<file path="src/sv/rmt_pkg.sv">
// Shared types and constants for the region map table.
package rmt_pkg;

   localparam logic [31:0] WINDOW_LOW_RESET  = 32'h6000_0000;
   localparam logic [31:0] WINDOW_HIGH_RESET = 32'h8000_0000;
   localparam logic [19:0] LOADED_MAX        = 20'hF_FFFF;

   typedef enum logic [1:0] {
      ACT_MAP_FIXED = 2'd0,
      ACT_MAP_ANY   = 2'd1,
      ACT_UNMAP     = 2'd2,
      ACT_FAULT     = 2'd3
   } action_type;

   typedef enum logic [3:0] {
      STS_OK             = 4'd0,
      STS_ZERO_LENGTH    = 4'd1,
      STS_SHARED_PRIVATE = 4'd2,
      STS_BAD_ADDR       = 4'd3,
      STS_OVERLAP        = 4'd4,
      STS_TABLE_FULL     = 4'd5,
      STS_NO_SPACE       = 4'd6,
      STS_BAD_HANDLE     = 4'd7,
      STS_NOT_FOUND      = 4'd8
   } status_type;

   typedef enum logic [2:0] {
      S_IDLE,
      S_PRECHECK,
      S_READ,
      S_CHECK,
      S_PASS_END,
      S_COMMIT,
      S_DONE
   } state_type;

   localparam logic [0:0] CSR_WINDOW_LOW  = 1'b0;
   localparam logic [0:0] CSR_WINDOW_HIGH = 1'b1;

   typedef struct packed {
      logic [31:0] base;
      logic [30:0] length;
      logic [19:0] loaded;
      logic        anonymous;
      logic        shared;
      logic [3:0]  handle;
   } entry_type;

   typedef struct packed {
      logic [3:0]  status;
      logic [31:0] result_addr;
      logic [3:0]  entry_index;
      logic [30:0] region_length;
      logic        entry_anonymous;
      logic        entry_shared;
      logic [3:0]  entry_handle;
      logic [30:0] file_offset;
      logic [4:0]  maps_in_use;
      logic [19:0] loaded_pages;
   } result_type;

   typedef struct packed {
      logic       req_ready;
      logic       load_req;
      logic       start_pass;
      logic       scan_step;
      logic       advance;
      logic       status_we;
      status_type status_code;
      logic       commit;
      logic       load_rsp;
   } ctrl_cmd_type;

   typedef struct packed {
      logic       req_valid;
      action_type action;
      status_type early;
      logic       conf_seen;
      logic       hit_seen;
      logic       handle_bad;
      logic       last_slot;
      logic       rsp_free;
   } dp_stat_type;

endpackage

</file>
<file path="src/sv/rmt_ifs.sv">
// Request and response channel interfaces for the region map table.
interface rmt_req_if;
   logic        valid;
   logic        ready;
   logic [1:0]  action;
   logic [31:0] addr;
   logic [30:0] length;
   logic        flag_anonymous;
   logic        flag_shared;
   logic        flag_private;
   logic [3:0]  file_handle;

   modport source (output valid, action, addr, length, flag_anonymous, flag_shared,
                   flag_private, file_handle, input ready);
   modport sink (input valid, action, addr, length, flag_anonymous, flag_shared,
                 flag_private, file_handle, output ready);
endinterface

interface rmt_rsp_if;
   logic        valid;
   logic        ready;
   logic [3:0]  status;
   logic [31:0] result_addr;
   logic [3:0]  entry_index;
   logic [30:0] region_length;
   logic        entry_anonymous;
   logic        entry_shared;
   logic [3:0]  entry_handle;
   logic [30:0] file_offset;
   logic [4:0]  maps_in_use;
   logic [19:0] loaded_pages;

   modport source (output valid, status, result_addr, entry_index, region_length,
                   entry_anonymous, entry_shared, entry_handle, file_offset,
                   maps_in_use, loaded_pages, input ready);
   modport sink (input valid, status, result_addr, entry_index, region_length,
                 entry_anonymous, entry_shared, entry_handle, file_offset,
                 maps_in_use, loaded_pages, output ready);
endinterface

</file>
<file path="src/sv/rmt_ctrl.sv">
// Sequencer for the region map table: request intake, slot scans, commit, response.
module rmt_ctrl
   import rmt_pkg::*;
(
   input  logic         clock,
   input  logic         reset,
   input  dp_stat_type  stat,
   output ctrl_cmd_type cmd
);

   state_type state_ff, state_in;

   always_ff @(posedge clock) begin
      if (reset) begin
         state_ff <= S_IDLE;
      end else begin
         state_ff <= state_in;
      end
   end

   always_comb begin
      state_in = state_ff;
      unique case (state_ff)
         S_IDLE: begin
            if (stat.req_valid) state_in = S_PRECHECK;
         end
         S_PRECHECK: begin
            state_in = (stat.early != STS_OK) ? S_COMMIT : S_READ;
         end
         S_READ: begin
            state_in = S_CHECK;
         end
         S_CHECK: begin
            state_in = stat.last_slot ? S_PASS_END : S_READ;
         end
         S_PASS_END: begin
            // a conflict in the open search moves the candidate and rescans
            if (stat.action == ACT_MAP_ANY && stat.conf_seen) state_in = S_PRECHECK;
            else state_in = S_COMMIT;
         end
         S_COMMIT: begin
            state_in = S_DONE;
         end
         S_DONE: begin
            if (stat.rsp_free) state_in = S_IDLE;
         end
         default: state_in = S_IDLE;
      endcase
   end

   always_comb begin
      cmd = '0;
      cmd.status_code = STS_OK;
      unique case (state_ff)
         S_IDLE: begin
            // hold off requests while reset is applied
            cmd.req_ready = !reset;
            cmd.load_req  = stat.req_valid && !reset;
         end
         S_PRECHECK: begin
            if (stat.early != STS_OK) begin
               cmd.status_we   = 1'b1;
               cmd.status_code = stat.early;
            end else begin
               cmd.start_pass = 1'b1;
            end
         end
         S_READ: begin
         end
         S_CHECK: begin
            cmd.scan_step = 1'b1;
         end
         S_PASS_END: begin
            unique case (stat.action)
               ACT_MAP_FIXED: begin
                  cmd.status_we = 1'b1;
                  if (stat.conf_seen) cmd.status_code = STS_OVERLAP;
                  else if (stat.handle_bad) cmd.status_code = STS_BAD_HANDLE;
                  else cmd.status_code = STS_OK;
               end
               ACT_MAP_ANY: begin
                  if (stat.conf_seen) begin
                     cmd.advance = 1'b1;
                  end else begin
                     cmd.status_we   = 1'b1;
                     cmd.status_code = stat.handle_bad ? STS_BAD_HANDLE : STS_OK;
                  end
               end
               ACT_UNMAP, ACT_FAULT: begin
                  cmd.status_we   = 1'b1;
                  cmd.status_code = stat.hit_seen ? STS_OK : STS_NOT_FOUND;
               end
               default: begin
               end
            endcase
         end
         S_COMMIT: begin
            cmd.commit = 1'b1;
         end
         S_DONE: begin
            cmd.load_rsp = stat.rsp_free;
         end
         default: begin
         end
      endcase
   end

endmodule

</file>
<file path="src/sv/rmt_dpath.sv">
// Datapath for the region map table: slot store, scan compare, window registers, result.
module rmt_dpath
   import rmt_pkg::*;
#(
   parameter int TABLE_SLOTS  = 16,
   parameter int PAGE_BYTES   = 4096,
   parameter int HANDLE_COUNT = 16
)(
   input  logic         clock,
   input  logic         reset,
   input  ctrl_cmd_type cmd,
   output dp_stat_type  stat,
   input  logic         csr_wr_en,
   input  logic [0:0]   csr_index,
   input  logic [31:0]  csr_wr_data,
   rmt_req_if.sink      req_ch,
   rmt_rsp_if.source    rsp_ch
);

   localparam int SLOT_BITS  = $clog2(TABLE_SLOTS);
   localparam int COUNT_BITS = $clog2(TABLE_SLOTS + 1);
   localparam logic [33:0] PAGE_MASK34 = 34'(PAGE_BYTES - 1);
   localparam logic [31:0] PAGE_MASK32 = 32'(PAGE_BYTES - 1);
   localparam logic [SLOT_BITS-1:0] LAST_SLOT = SLOT_BITS'(TABLE_SLOTS - 1);

   // request
   action_type  act_ff;
   logic [31:0] addr_ff;
   logic [30:0] len_ff;
   logic        anon_ff, shared_ff, priv_ff;
   logic [3:0]  handle_ff;

   logic [31:0] wlow_ff, whigh_ff;
   logic [33:0] cand_ff;

   logic [TABLE_SLOTS-1:0] valid_ff;
   logic [COUNT_BITS-1:0]  count_ff, count_in;
   logic [SLOT_BITS-1:0]   scan_ff;

   entry_type mem [TABLE_SLOTS];
   entry_type rd_ff;

   logic                 conf_seen_ff, free_seen_ff, hit_seen_ff;
   logic [33:0]          conf_top_ff;
   logic [SLOT_BITS-1:0] free_ff, hit_idx_ff;
   entry_type            hit_ff;
   status_type           status_ff;

   result_type res_ff, res_in, out_ff;
   logic       rsp_valid_ff;

   // slot compare
   logic        slot_valid;
   logic [32:0] top33;
   logic [33:0] top_up, cand_end;
   logic [31:0] page_addr;
   logic        overlap, unmap_match, fault_match, match;
   logic        fits, bad_addr, handle_bad;
   status_type  early;

   // commit
   logic                 ok, wr_en;
   logic [SLOT_BITS-1:0] wr_idx;
   entry_type            wr_data;
   logic [19:0]          loaded_next;
   logic [30:0]          offset;

   assign slot_valid  = valid_ff[scan_ff];
   assign top33       = {1'b0, rd_ff.base} + {2'b0, rd_ff.length};
   assign top_up      = ({1'b0, top33} + PAGE_MASK34) & ~PAGE_MASK34;
   assign cand_end    = cand_ff + {3'b0, len_ff};
   assign page_addr   = addr_ff & ~PAGE_MASK32;
   assign overlap     = slot_valid && (cand_ff < {1'b0, top33}) &&
                        ({2'b0, rd_ff.base} < cand_end);
   assign unmap_match = slot_valid && (rd_ff.base == page_addr);
   assign fault_match = slot_valid && (addr_ff >= rd_ff.base) && ({1'b0, addr_ff} < top33);
   assign match       = (act_ff == ACT_UNMAP) ? unmap_match : fault_match;

   assign fits       = ({1'b0, cand_ff} + {4'b0, len_ff}) < {3'b0, whigh_ff};
   assign bad_addr   = (addr_ff < wlow_ff) || (addr_ff >= whigh_ff) ||
                       ((addr_ff & PAGE_MASK32) != 32'd0);
   assign handle_bad = !anon_ff &&
                       ((handle_ff == 4'd0) || ({28'b0, handle_ff} >= 32'(HANDLE_COUNT)));

   always_comb begin
      early = STS_OK;
      if (act_ff == ACT_MAP_FIXED || act_ff == ACT_MAP_ANY) begin
         priority if (len_ff == 31'd0) early = STS_ZERO_LENGTH;
         else if (shared_ff && priv_ff) early = STS_SHARED_PRIVATE;
         else if (count_ff >= COUNT_BITS'(TABLE_SLOTS)) early = STS_TABLE_FULL;
         else if (act_ff == ACT_MAP_FIXED && bad_addr) early = STS_BAD_ADDR;
         else if (act_ff == ACT_MAP_ANY && !fits) early = STS_NO_SPACE;
         else early = STS_OK;
      end
   end

   assign stat.req_valid  = req_ch.valid;
   assign stat.action     = act_ff;
   assign stat.early      = early;
   assign stat.conf_seen  = conf_seen_ff;
   assign stat.hit_seen   = hit_seen_ff;
   assign stat.handle_bad = handle_bad;
   assign stat.last_slot  = (scan_ff == LAST_SLOT);
   assign stat.rsp_free   = !rsp_valid_ff || rsp_ch.ready;

   assign req_ch.ready = cmd.req_ready;

   always_ff @(posedge clock) begin
      if (cmd.load_req) begin
         act_ff    <= action_type'(req_ch.action);
         addr_ff   <= req_ch.addr;
         len_ff    <= req_ch.length;
         anon_ff   <= req_ch.flag_anonymous;
         shared_ff <= req_ch.flag_shared;
         priv_ff   <= req_ch.flag_private;
         handle_ff <= req_ch.file_handle;
      end
   end

   always_ff @(posedge clock) begin
      if (reset) begin
         wlow_ff  <= WINDOW_LOW_RESET;
         whigh_ff <= WINDOW_HIGH_RESET;
      end else if (csr_wr_en) begin
         unique case (csr_index)
            CSR_WINDOW_LOW:  wlow_ff  <= csr_wr_data;
            CSR_WINDOW_HIGH: whigh_ff <= csr_wr_data;
            default: begin
            end
         endcase
      end
   end

   // fixed maps test the requested base, open maps start at the window floor
   always_ff @(posedge clock) begin
      if (cmd.load_req) begin
         if (action_type'(req_ch.action) == ACT_MAP_FIXED) cand_ff <= {2'b0, req_ch.addr};
         else cand_ff <= {2'b0, wlow_ff};
      end else if (cmd.advance) begin
         cand_ff <= conf_top_ff;
      end
   end

   always_ff @(posedge clock) begin
      if (cmd.start_pass) begin
         scan_ff <= '0;
      end else if (cmd.scan_step) begin
         scan_ff <= scan_ff + 1'b1;
      end
   end

   // keep the first conflict, free slot and hit of the pass
   always_ff @(posedge clock) begin
      if (reset) begin
         conf_seen_ff <= 1'b0;
         free_seen_ff <= 1'b0;
         hit_seen_ff  <= 1'b0;
      end else if (cmd.start_pass) begin
         conf_seen_ff <= 1'b0;
         free_seen_ff <= 1'b0;
         hit_seen_ff  <= 1'b0;
      end else if (cmd.scan_step) begin
         if (!conf_seen_ff && overlap) conf_seen_ff <= 1'b1;
         if (!free_seen_ff && !slot_valid) free_seen_ff <= 1'b1;
         if (!hit_seen_ff && match) hit_seen_ff <= 1'b1;
      end
   end

   always_ff @(posedge clock) begin
      if (cmd.scan_step) begin
         if (!conf_seen_ff && overlap) conf_top_ff <= top_up;
         if (!free_seen_ff && !slot_valid) free_ff <= scan_ff;
         if (!hit_seen_ff && match) begin
            hit_idx_ff <= scan_ff;
            hit_ff     <= rd_ff;
         end
      end
   end

   always_ff @(posedge clock) begin
      if (cmd.status_we) status_ff <= cmd.status_code;
   end

   assign ok          = (status_ff == STS_OK);
   assign loaded_next = (hit_ff.loaded < LOADED_MAX) ? hit_ff.loaded + 20'd1 : hit_ff.loaded;
   assign offset      = (page_addr >= hit_ff.base) ? 31'(page_addr - hit_ff.base) : 31'd0;

   always_comb begin
      count_in = count_ff;
      wr_en    = 1'b0;
      wr_idx   = free_ff;
      wr_data  = hit_ff;
      res_in   = '0;
      if (ok) begin
         unique case (act_ff)
            ACT_MAP_FIXED, ACT_MAP_ANY: begin
               count_in          = count_ff + 1'b1;
               wr_en             = 1'b1;
               wr_idx            = free_ff;
               wr_data.base      = cand_ff[31:0];
               wr_data.length    = len_ff;
               wr_data.loaded    = 20'd0;
               wr_data.anonymous = anon_ff;
               wr_data.shared    = shared_ff;
               wr_data.handle    = handle_ff;
               res_in.result_addr     = cand_ff[31:0];
               res_in.entry_index     = 4'(free_ff);
               res_in.region_length   = len_ff;
               res_in.entry_anonymous = anon_ff;
               res_in.entry_shared    = shared_ff;
               res_in.entry_handle    = handle_ff;
            end
            ACT_UNMAP: begin
               count_in = count_ff - 1'b1;
               res_in.result_addr     = hit_ff.base;
               res_in.entry_index     = 4'(hit_idx_ff);
               res_in.region_length   = hit_ff.length;
               res_in.entry_anonymous = hit_ff.anonymous;
               res_in.entry_shared    = hit_ff.shared;
               res_in.entry_handle    = hit_ff.handle;
               res_in.loaded_pages    = hit_ff.loaded;
            end
            ACT_FAULT: begin
               wr_en          = 1'b1;
               wr_idx         = hit_idx_ff;
               wr_data.loaded = loaded_next;
               res_in.result_addr     = page_addr;
               res_in.entry_index     = 4'(hit_idx_ff);
               res_in.region_length   = hit_ff.length;
               res_in.entry_anonymous = hit_ff.anonymous;
               res_in.entry_shared    = hit_ff.shared;
               res_in.entry_handle    = hit_ff.handle;
               res_in.file_offset     = offset;
               res_in.loaded_pages    = loaded_next;
            end
            default: begin
            end
         endcase
      end
      res_in.status      = status_ff;
      res_in.maps_in_use = 5'(count_in);
   end

   always_ff @(posedge clock) begin
      if (reset) begin
         valid_ff <= '0;
         count_ff <= '0;
      end else if (cmd.commit) begin
         count_ff <= count_in;
         if (ok) begin
            unique case (act_ff)
               ACT_MAP_FIXED, ACT_MAP_ANY: valid_ff[free_ff]    <= 1'b1;
               ACT_UNMAP:                  valid_ff[hit_idx_ff] <= 1'b0;
               ACT_FAULT: begin
               end
               default: begin
               end
            endcase
         end
      end
   end

   always_ff @(posedge clock) begin
      if (cmd.commit && wr_en) mem[wr_idx] <= wr_data;
   end

   always_ff @(posedge clock) begin
      rd_ff <= mem[scan_ff];
   end

   always_ff @(posedge clock) begin
      if (cmd.commit) res_ff <= res_in;
      if (cmd.load_rsp) out_ff <= res_ff;
   end

   always_ff @(posedge clock) begin
      if (reset) begin
         rsp_valid_ff <= 1'b0;
      end else if (cmd.load_rsp) begin
         rsp_valid_ff <= 1'b1;
      end else if (rsp_ch.ready) begin
         rsp_valid_ff <= 1'b0;
      end
   end

   assign rsp_ch.valid           = rsp_valid_ff;
   assign rsp_ch.status          = out_ff.status;
   assign rsp_ch.result_addr     = out_ff.result_addr;
   assign rsp_ch.entry_index     = out_ff.entry_index;
   assign rsp_ch.region_length   = out_ff.region_length;
   assign rsp_ch.entry_anonymous = out_ff.entry_anonymous;
   assign rsp_ch.entry_shared    = out_ff.entry_shared;
   assign rsp_ch.entry_handle    = out_ff.entry_handle;
   assign rsp_ch.file_offset     = out_ff.file_offset;
   assign rsp_ch.maps_in_use     = out_ff.maps_in_use;
   assign rsp_ch.loaded_pages    = out_ff.loaded_pages;

endmodule

</file>
<file path="src/sv/region_map_table_top.sv">
// Top level of the region map table: sequencer plus datapath.
//
//   port      dir   kind              contents
//   req_ch    in    valid/ready       action, addr, length, flags, file_handle
//   rsp_ch    out   valid/ready       status, addresses, entry fields, counts
//   csr_*     in    write enable      index 0 window_low, index 1 window_high
//
// Each slot scan reads the slot store one entry at a time, through a read state and a
// check state per slot; fixed map, unmap and fault run at most one pass over all slots.
// Map-anywhere runs a further pass for each region it steps past.
// Synchronous reset clears the valid bits and the map count and loads the window reset values; no sweep.
// A waiting response is held in its output register while the next request runs.
module region_map_table_top
   import rmt_pkg::*;
#(
   parameter int TABLE_SLOTS  = 16,
   parameter int PAGE_BYTES   = 4096,
   parameter int HANDLE_COUNT = 16
)(
   input  logic        clock,
   input  logic        reset,
   rmt_req_if.sink     req_ch,
   rmt_rsp_if.source   rsp_ch,
   input  logic        csr_wr_en,
   input  logic [0:0]  csr_index,
   input  logic [31:0] csr_wr_data
);

   ctrl_cmd_type cmd;
   dp_stat_type  stat;

   rmt_ctrl u_ctrl (
      .clock (clock),
      .reset (reset),
      .stat  (stat),
      .cmd   (cmd)
   );

   rmt_dpath #(
      .TABLE_SLOTS  (TABLE_SLOTS),
      .PAGE_BYTES   (PAGE_BYTES),
      .HANDLE_COUNT (HANDLE_COUNT)
   ) u_dpath (
      .clock       (clock),
      .reset       (reset),
      .cmd         (cmd),
      .stat        (stat),
      .csr_wr_en   (csr_wr_en),
      .csr_index   (csr_index),
      .csr_wr_data (csr_wr_data),
      .req_ch      (req_ch),
      .rsp_ch      (rsp_ch)
   );

endmodule
</file>
<file path="src/flat_wrapper.sv">
// flat-port wrapper written by rule: the top's interface ports become plain ports
module region_map_table_top_flat import rmt_pkg::*;
#(
   parameter int TABLE_SLOTS  = 16,
   parameter int PAGE_BYTES   = 4096,
   parameter int HANDLE_COUNT = 16
)
  (clock, reset, csr_wr_en, csr_index, csr_wr_data, req_ch_valid, req_ch_action, req_ch_addr, req_ch_length, req_ch_flag_anonymous, req_ch_flag_shared, req_ch_flag_private, req_ch_file_handle, req_ch_ready, rsp_ch_valid, rsp_ch_status, rsp_ch_result_addr, rsp_ch_entry_index, rsp_ch_region_length, rsp_ch_entry_anonymous, rsp_ch_entry_shared, rsp_ch_entry_handle, rsp_ch_file_offset, rsp_ch_maps_in_use, rsp_ch_loaded_pages, rsp_ch_ready);
  rmt_req_if req_ch_i ();
  rmt_rsp_if rsp_ch_i ();
  input  logic clock;
  input  logic reset;
  input  logic csr_wr_en;
  input  logic [0:0] csr_index;
  input  logic [31:0] csr_wr_data;
  input wire logic [$bits(req_ch_i.valid)-1:0] req_ch_valid;
  input wire logic [$bits(req_ch_i.action)-1:0] req_ch_action;
  input wire logic [$bits(req_ch_i.addr)-1:0] req_ch_addr;
  input wire logic [$bits(req_ch_i.length)-1:0] req_ch_length;
  input wire logic [$bits(req_ch_i.flag_anonymous)-1:0] req_ch_flag_anonymous;
  input wire logic [$bits(req_ch_i.flag_shared)-1:0] req_ch_flag_shared;
  input wire logic [$bits(req_ch_i.flag_private)-1:0] req_ch_flag_private;
  input wire logic [$bits(req_ch_i.file_handle)-1:0] req_ch_file_handle;
  output wire logic [$bits(req_ch_i.ready)-1:0] req_ch_ready;
  output wire logic [$bits(rsp_ch_i.valid)-1:0] rsp_ch_valid;
  output wire logic [$bits(rsp_ch_i.status)-1:0] rsp_ch_status;
  output wire logic [$bits(rsp_ch_i.result_addr)-1:0] rsp_ch_result_addr;
  output wire logic [$bits(rsp_ch_i.entry_index)-1:0] rsp_ch_entry_index;
  output wire logic [$bits(rsp_ch_i.region_length)-1:0] rsp_ch_region_length;
  output wire logic [$bits(rsp_ch_i.entry_anonymous)-1:0] rsp_ch_entry_anonymous;
  output wire logic [$bits(rsp_ch_i.entry_shared)-1:0] rsp_ch_entry_shared;
  output wire logic [$bits(rsp_ch_i.entry_handle)-1:0] rsp_ch_entry_handle;
  output wire logic [$bits(rsp_ch_i.file_offset)-1:0] rsp_ch_file_offset;
  output wire logic [$bits(rsp_ch_i.maps_in_use)-1:0] rsp_ch_maps_in_use;
  output wire logic [$bits(rsp_ch_i.loaded_pages)-1:0] rsp_ch_loaded_pages;
  input wire logic [$bits(rsp_ch_i.ready)-1:0] rsp_ch_ready;
  assign req_ch_i.valid = req_ch_valid;
  assign req_ch_i.action = req_ch_action;
  assign req_ch_i.addr = req_ch_addr;
  assign req_ch_i.length = req_ch_length;
  assign req_ch_i.flag_anonymous = req_ch_flag_anonymous;
  assign req_ch_i.flag_shared = req_ch_flag_shared;
  assign req_ch_i.flag_private = req_ch_flag_private;
  assign req_ch_i.file_handle = req_ch_file_handle;
  assign req_ch_ready = req_ch_i.ready;
  assign rsp_ch_valid = rsp_ch_i.valid;
  assign rsp_ch_status = rsp_ch_i.status;
  assign rsp_ch_result_addr = rsp_ch_i.result_addr;
  assign rsp_ch_entry_index = rsp_ch_i.entry_index;
  assign rsp_ch_region_length = rsp_ch_i.region_length;
  assign rsp_ch_entry_anonymous = rsp_ch_i.entry_anonymous;
  assign rsp_ch_entry_shared = rsp_ch_i.entry_shared;
  assign rsp_ch_entry_handle = rsp_ch_i.entry_handle;
  assign rsp_ch_file_offset = rsp_ch_i.file_offset;
  assign rsp_ch_maps_in_use = rsp_ch_i.maps_in_use;
  assign rsp_ch_loaded_pages = rsp_ch_i.loaded_pages;
  assign rsp_ch_i.ready = rsp_ch_ready;
  region_map_table_top #(.TABLE_SLOTS(TABLE_SLOTS), .PAGE_BYTES(PAGE_BYTES), .HANDLE_COUNT(HANDLE_COUNT)) u_core (.clock(clock), .reset(reset), .req_ch(req_ch_i), .rsp_ch(rsp_ch_i), .csr_wr_en(csr_wr_en), .csr_index(csr_index), .csr_wr_data(csr_wr_data));
endmodule
</file>
<file path="config.mk">
export PLATFORM = sky130hd
export DESIGN_NAME = region_map_table_top_flat
export DESIGN_NICKNAME = d
export VERILOG_FILES = /design/src/sv/rmt_pkg.sv /design/src/sv/rmt_ifs.sv /design/src/sv/rmt_ctrl.sv /design/src/sv/rmt_dpath.sv /design/src/sv/region_map_table_top.sv /design/src/flat_wrapper.sv
export SDC_FILE = /design/constraint.sdc
export NUM_CORES = 2
export LEC_CHECK = 0
export ABC_AREA = 1
export BUFFER_PORTS_ARGS = -buffer_cell sky130_fd_sc_hd__clkbuf_2
export CORE_MARGIN = 2
export CORE_UTILIZATION = 40
export DETAILED_ROUTE_END_ITERATION = 7
export PLACE_DENSITY = 0.58
export SLEW_MARGIN = 20
export SYNTH_ARGS = -nofsm -noshare
export SYNTH_HDL_FRONTEND = slang
export SYNTH_SLANG_ARGS = --single-unit
</file>
<file path="constraint.sdc">
create_clock -name clock -period 17.6 [get_ports clock]
set_clock_uncertainty 0.05 [all_clocks]
set_input_delay 3.52 -clock clock [delete_from_list [all_inputs] [get_ports clock]]
set_output_delay 3.52 -clock clock [all_outputs]
set_load 0.005 [all_outputs]
</file>
# After elaboration in Yosys (flattened, before gate mapping)
# Memories as Yosys holds them, arrays and structs flattened. A register that Yosys moved wholly into a read port is not among the register bits.
# Cells that the tools add are included.
# classes
add_sub_neg,9
mul,0
div_mod_pow,0
n_lt_le_gt_ge,15
eq_ne,13
shift,0
n_mux,56
bitwise,4
n_reduce_logical,52
# op_table
cell,count
$pmux 73 s3,1
$ge 32x32->1,3
$mux 89,1
$pmux 20 s2,2
$mux 34,2
$mux 63,1
$add 34x31->35,1
$lt 35x32->1,1
$add 33x12->34 const B,1
$add 34x31->34,1
$lt 32x34->1,1
$lt 34x33->1,1
$add 32x31->33,1
$lt 32x33->1,1
$mux 3,11
$eq 32x32->1,1
$lt 32x32->1,1
$mux 32,1
$pmux 16 s2,1
$reduce_bool 32->1,1
$logic_not 31->1,1
$sub 31x31->31,1
$pmux 3 s7,1
$add 20x1->20 const B,1
40 further kinds,111
# totals
ff_bits,591
latchBits,0
ram_bits,1424
mem_bits_ro,0
inputBits,110
out_inout_bits,135
memories,1
# memory_table
memory,words,word_bits,read_ports,rd_clocked_by_memory_dff,write_ports,line,text
u_core.u_dpath.mem,16,89,1,1,1,rmt_dpath.sv:40,entry_type mem [TABLE_SLOTS];

# Longest topological paths before layout
# depth
ltp_word,14
depth_mapped,36
depth_no_buf,36

# Hierarchy
# Synthesis repeated with hierarchy kept, for this count alone.
# hier_totals
hier_cells,7398
area_unflattened_um2,89134.2
# by_module_without_submodules
module,n_inst,cells_each,area_per_inst_um2,seq_area_each_um2
rmt_dpath,1,7337,88805.2,61268.8
rmt_ctrl,1,61,329.1,60.1

# Least setup slack after synthesis
# OpenSTA, ideal clock, no wires.
# synth_path
path_kind,reg-to-reg
start,register u_core.u_ctrl.state_ff[2]
end,"memory u_core.u_dpath.mem[0][0] (netlist bit), enable pin"
arrival_time_ns,14.860
path_slack_ns,2.153
path_stages_with_launch,7
path_buffers,0
synth_period_minus_slack_ns,15.447
path_cell_list,dfxtp_1 -> inv_1 -> nor3_1 -> inv_2 -> nor4_1 -> nand2_1 -> nor2_1
# synth_via
elab_chain_cells,5
# synth_rtl
element,line,text
"start, declared",rmt_ctrl.sv:11,"state_type state_ff, state_in;"
"start signal, assigned",rmt_ctrl.sv:17,state_ff <= state_in;
$eq 3x3->1,rmt_ctrl.sv:54,unique case (state_ff)
$mux 1,rmt_ctrl.sv:54,
$logic_and 1x1->1,rmt_dpath.sv:264,if (cmd.commit && wr_en) mem[wr_idx] <= wr_data;
$mux 1,rmt_dpath.sv:264,
$mux 1 (not written as such),rmt_dpath.sv:264,
"end, declared",rmt_dpath.sv:40,
# No other way between the ends.

# Final worst setup path
# layout_path
start,input reset
end,output req_ch_ready
# layout_via
elab_chain_cells,2
# layout_rtl
element,line,text
"start, declared",flat_wrapper.sv:12,input logic reset;
$logic_not 1->1,rmt_ctrl.sv:57,cmd.req_ready = !reset;
$mux 2,rmt_ctrl.sv:54,
"end, declared",flat_wrapper.sv:24,output wire logic [$bits(req_ch_i.ready)-1:0] req_ch_ready;
# No other way between the ends.

==> metrics <==
first-pass GRT wire length=403.2 mm; total grt overflow=0; Yosys cell types=68; fin nets=8,162; Multi-input gate area=roughly 25,000 um2; leak pwr=approximately 36 nW; final period utilization=~45%; Rows=about 170; internal power=slightly above 0.009 W; root buffer cell=clkbuf_16; # resized after CTS=0; Antenna Nets Post-Route=0; clk sinks=about 2,100; full die area=approximately 230,000 um2; clock share of power=about a third; crit path kind=in2out; Fill cells=about 20,000; vias post-DR=around 62,000; switch share=32.65%; final hold vios=0; FF/Latch Area=around 61,000 um2; Area Overhead vs Synth=14.06%; Iteration-0 DRC Markers=around 7,000; Worst Path Arrival=approximately 4300 ps; H-tree levels=4; CP max stage delay=between 500 and 600 ps; number of global-route vias before repair=~58,000; syn avg cell area=between 10 and 15 um2; residual DRC count=0; Flop pwr share=between 40 and 50%; setup bufs post-CTS=0; Synth Area in Compound Gates=approximately 12%; Num CTS Buffers=~210; CTS tree=built; sw power=around 0.0045 W; pins over their slew limit=0; # port buffers=around 240; synthesized area=roughly 89,000 um2; initial antenna violation count=9; largest family of logic cells by synthesized area=compound AO/OA/AOI/OAI gates; WL final=between 200 and 300 mm; most frequent cells in the layout=edfxtp_1 (1,919), o21ai_0 (1,016), nor2_1 (957); adder-cell share of the synthesized area=about 4.4%; cell count after synthesis=~7,500; io pins=~250; RSZ-0062 raised after global routing=no; Placement Setup Slack=9680 ps; crit-path most repeated cell=clkbuf_2; critical path buffer and inverter count=2; synth warn=0; Combinational Power Share=23.4%; Yosys reg bits=roughly 2,100; clock slew at reported path FFs=approximately 60 ps; Slew HR=between 20% and 30%; die span in x=about 480 um; CP max-delay cell=clkbuf_2; commonest non-fill, non-tap cell in the layout=edfxtp_1; crit-path cells=clkbuf_2, nor2_1, clkbuf_2; vias per inst=5.645; min cycle time layout=7899 ps; endpoints failing setup=0; area share of xor/xnor cells in the synthesized design=less than 1%; multiplexer area fraction after synthesis=less than 1%; core area=222,300 um2; Critical Path Sink Type=primary output; Setup TNS=0 ps; Top FF cell, synth=edfxtp_1; Die H=about 480 um; setup ws final=between 9000 and 10,000 ps; Seq/Total Area, Yosys=between 60 and 70%; Post-CTS Hold Buffers=0; Crit Path Max Fanout=22; Worst setup SP type=input pin; Power Density=approximately 130 nW/um2; Top delay family on crit path=buffers and inverters; Synth async-reset ratio=0%; Clk Latency, worst-skew pair=about 900 ps; VDD IR max=just under 0.1 mV; post-DP HPWL=174.5 mm; Max Clock Freq=126.6 MHz; share of layout cells above drive strength 1=11.09%; synthesized netlist net count=about 7,900; worst min-delay path category=reg2reg; routability cong.=between 0.9 and 1; Slew @ Worst Pin=around 1100 ps; Worst Path Required=roughly 14,000 ps; design area=between 100,000 and 150,000 um2; Post-DP Area=about 95,000 um2; Initial Utilization=40.21%; EDFF count, synth=approximately 1,900; largest net degree at the start of global routing=around 230; DRT Pass-1 Iters=6; maximum root-to-sink buffer count=3; drt wl/cell=25.75 um; status=finished, final reports clean; Synth Area in Simple Gates=10.31%; Max-Cap Viols=0; gr usage total=24.06%
## cell type report
class,instances,area share [%]
Antenna cell,12,0.02945
Clock buffer,275,5.634
Clock inverter,128,1.524
Inverter,485,1.809
Multi-Input combinational cell,4528,24.65
Sequential cell,2104,60.16
Tap cell,2975,3.651
Timing Repair Buffer,408,2.544
## cell usage after synthesis (7+ instances only)
master / instances / area share [%]
clkbuf_1: 336 / 1.4
o21bai_1: 19 / 0.16
ha_1: 308 / 4.3
xor2_1: 55 / 0.54
xnor2_1: 21 / 0.21
inv_2: 15 / 0.063
a21oi_1: 285 / 1.6
o211ai_1: 46 / 0.39
nand2_1: 829 / 3.5
nand4_1: 43 / 0.30
nor2_1: 978 / 4.1
a211oi_1: 15 / 0.13
o22ai_1: 235 / 1.6
edfxtp_1: 1919 / 64
o21a_1: 10 / 0.084
xor2_2: 7 / 0.13
buf_1: 19 / 0.080
dfxtp_1: 185 / 4.1
nand3b_1: 9 / 0.076
nor4_1: 26 / 0.18
nand2_2: 7 / 0.049
a21oi_2: 7 / 0.069
a31oi_1: 35 / 0.24
a21o_1: 15 / 0.13
inv_1: 466 / 2.0
nand3_1: 252 / 1.4
o221ai_1: 152 / 1.5
nor3_1: 51 / 0.29
o21ai_0: 1020 / 5.7
a221oi_1: 13 / 0.13
## stage by stage
step                utilization [%]  hold slack (ps)  std cells  total power, W
floorplan                         -            335.5       7476        0.008024
global placement              42.52            336.1      10500        0.009052
detailed placement            42.55            338.7      10500        0.009106
CTS                           45.83            333.4      10900         0.01374
global route                  45.86            350.5      10910         0.01433
finish                        45.87            340.8      10920         0.01371
## sequential cells by signal (all words and copies together), names as in the netlist, 5 cells and up
signal	count
u_core.u_dpath.addr_ff	32
u_core.u_dpath.cand_ff	34
u_core.u_dpath.conf_top_ff	22
u_core.u_dpath.count_ff	5
u_core.u_dpath.hit_ff	89
u_core.u_dpath.len_ff	31
u_core.u_dpath.mem	1424
u_core.u_dpath.rd_ff	89
u_core.u_dpath.res_ff	133
u_core.u_dpath.rsp_ch.file_offset	31
u_core.u_dpath.rsp_ch.loaded_pages	20
u_core.u_dpath.rsp_ch.maps_in_use	5
u_core.u_dpath.rsp_ch.region_length	31
u_core.u_dpath.rsp_ch.result_addr	32
u_core.u_dpath.valid_ff	16
u_core.u_dpath.whigh_ff	32
u_core.u_dpath.wlow_ff	32
## power groups by stage
stage | Sequential [W] | Combinational (W) | Clock [W]
after floorplan | 0.00574 | 0.00228 | 0
after global placement | 0.00594 | 0.00311 | 0
final | 0.00585 | 0.00321 | 0.00465
after CTS | 0.00584 | 0.00318 | 0.00473
after detailed placement | 0.00594 | 0.00316 | 0
after global routing | 0.00584 | 0.00356 | 0.00492
## path summary, 6_finish.rpt
check,slack [ps],cells past startpoint,from,to
min reg2reg,340,0,u_core.u_dpath.rd_ff[16]$_DFF_P_,u_core.u_dpath.hit_ff[16]$_DFFE_PP_
max,9700,3,reset,req_ch_ready
min,340,0,u_core.u_dpath.rd_ff[16]$_DFF_P_,u_core.u_dpath.hit_ff[16]$_DFFE_PP_
max reg2reg,11240,13,u_core.u_dpath.status_ff[1]$_DFFE_PP_,u_core.u_dpath.mem[14][87]$_DFFE_PP_
## routing by layer
| metal | up-vias | part of all wire, % | GRT usage, % |
|---|---|---|---|
| met5 | - | 0 | 0 |
| met4 | 0 | 4.3 | 9.519 |
| met3 | 470 | 7.7 | 3.534 |
| met2 | 2664 | 44 | 36.31 |
| met1 | 30690 | 44 | 34.92 |
| li1 | 27800 | - | - |
## worst register-to-register path, cell delays in order, from the launching register on
cell and delay, ps:
edfxtp_1 420, nor4_4 270, buf_4 520, inv_2 130, nor2_2 450, inv_2 40, buf_4 320, nor2_1 540
o21ai_0 210, nor4_1 290, nand2_1 320, nor2_4 880, buf_4 710, buf_4 780
## cell families (layout without fill, tap and decap cells)
kind of cell / Yosys count / after routing
AOI/OAI and AO/OA: 1894 / 1894
and+or+nand+nor: 2235 / 2235
DFF: 2104 / 2104
adders and majority gates: 311 / 311
other: 1 / 13
buffers and inverters: 844 / 1296
xor gates and xnor gates: 86 / 86
muxes: 1 / 1
(Power assumes the default switching activity.)
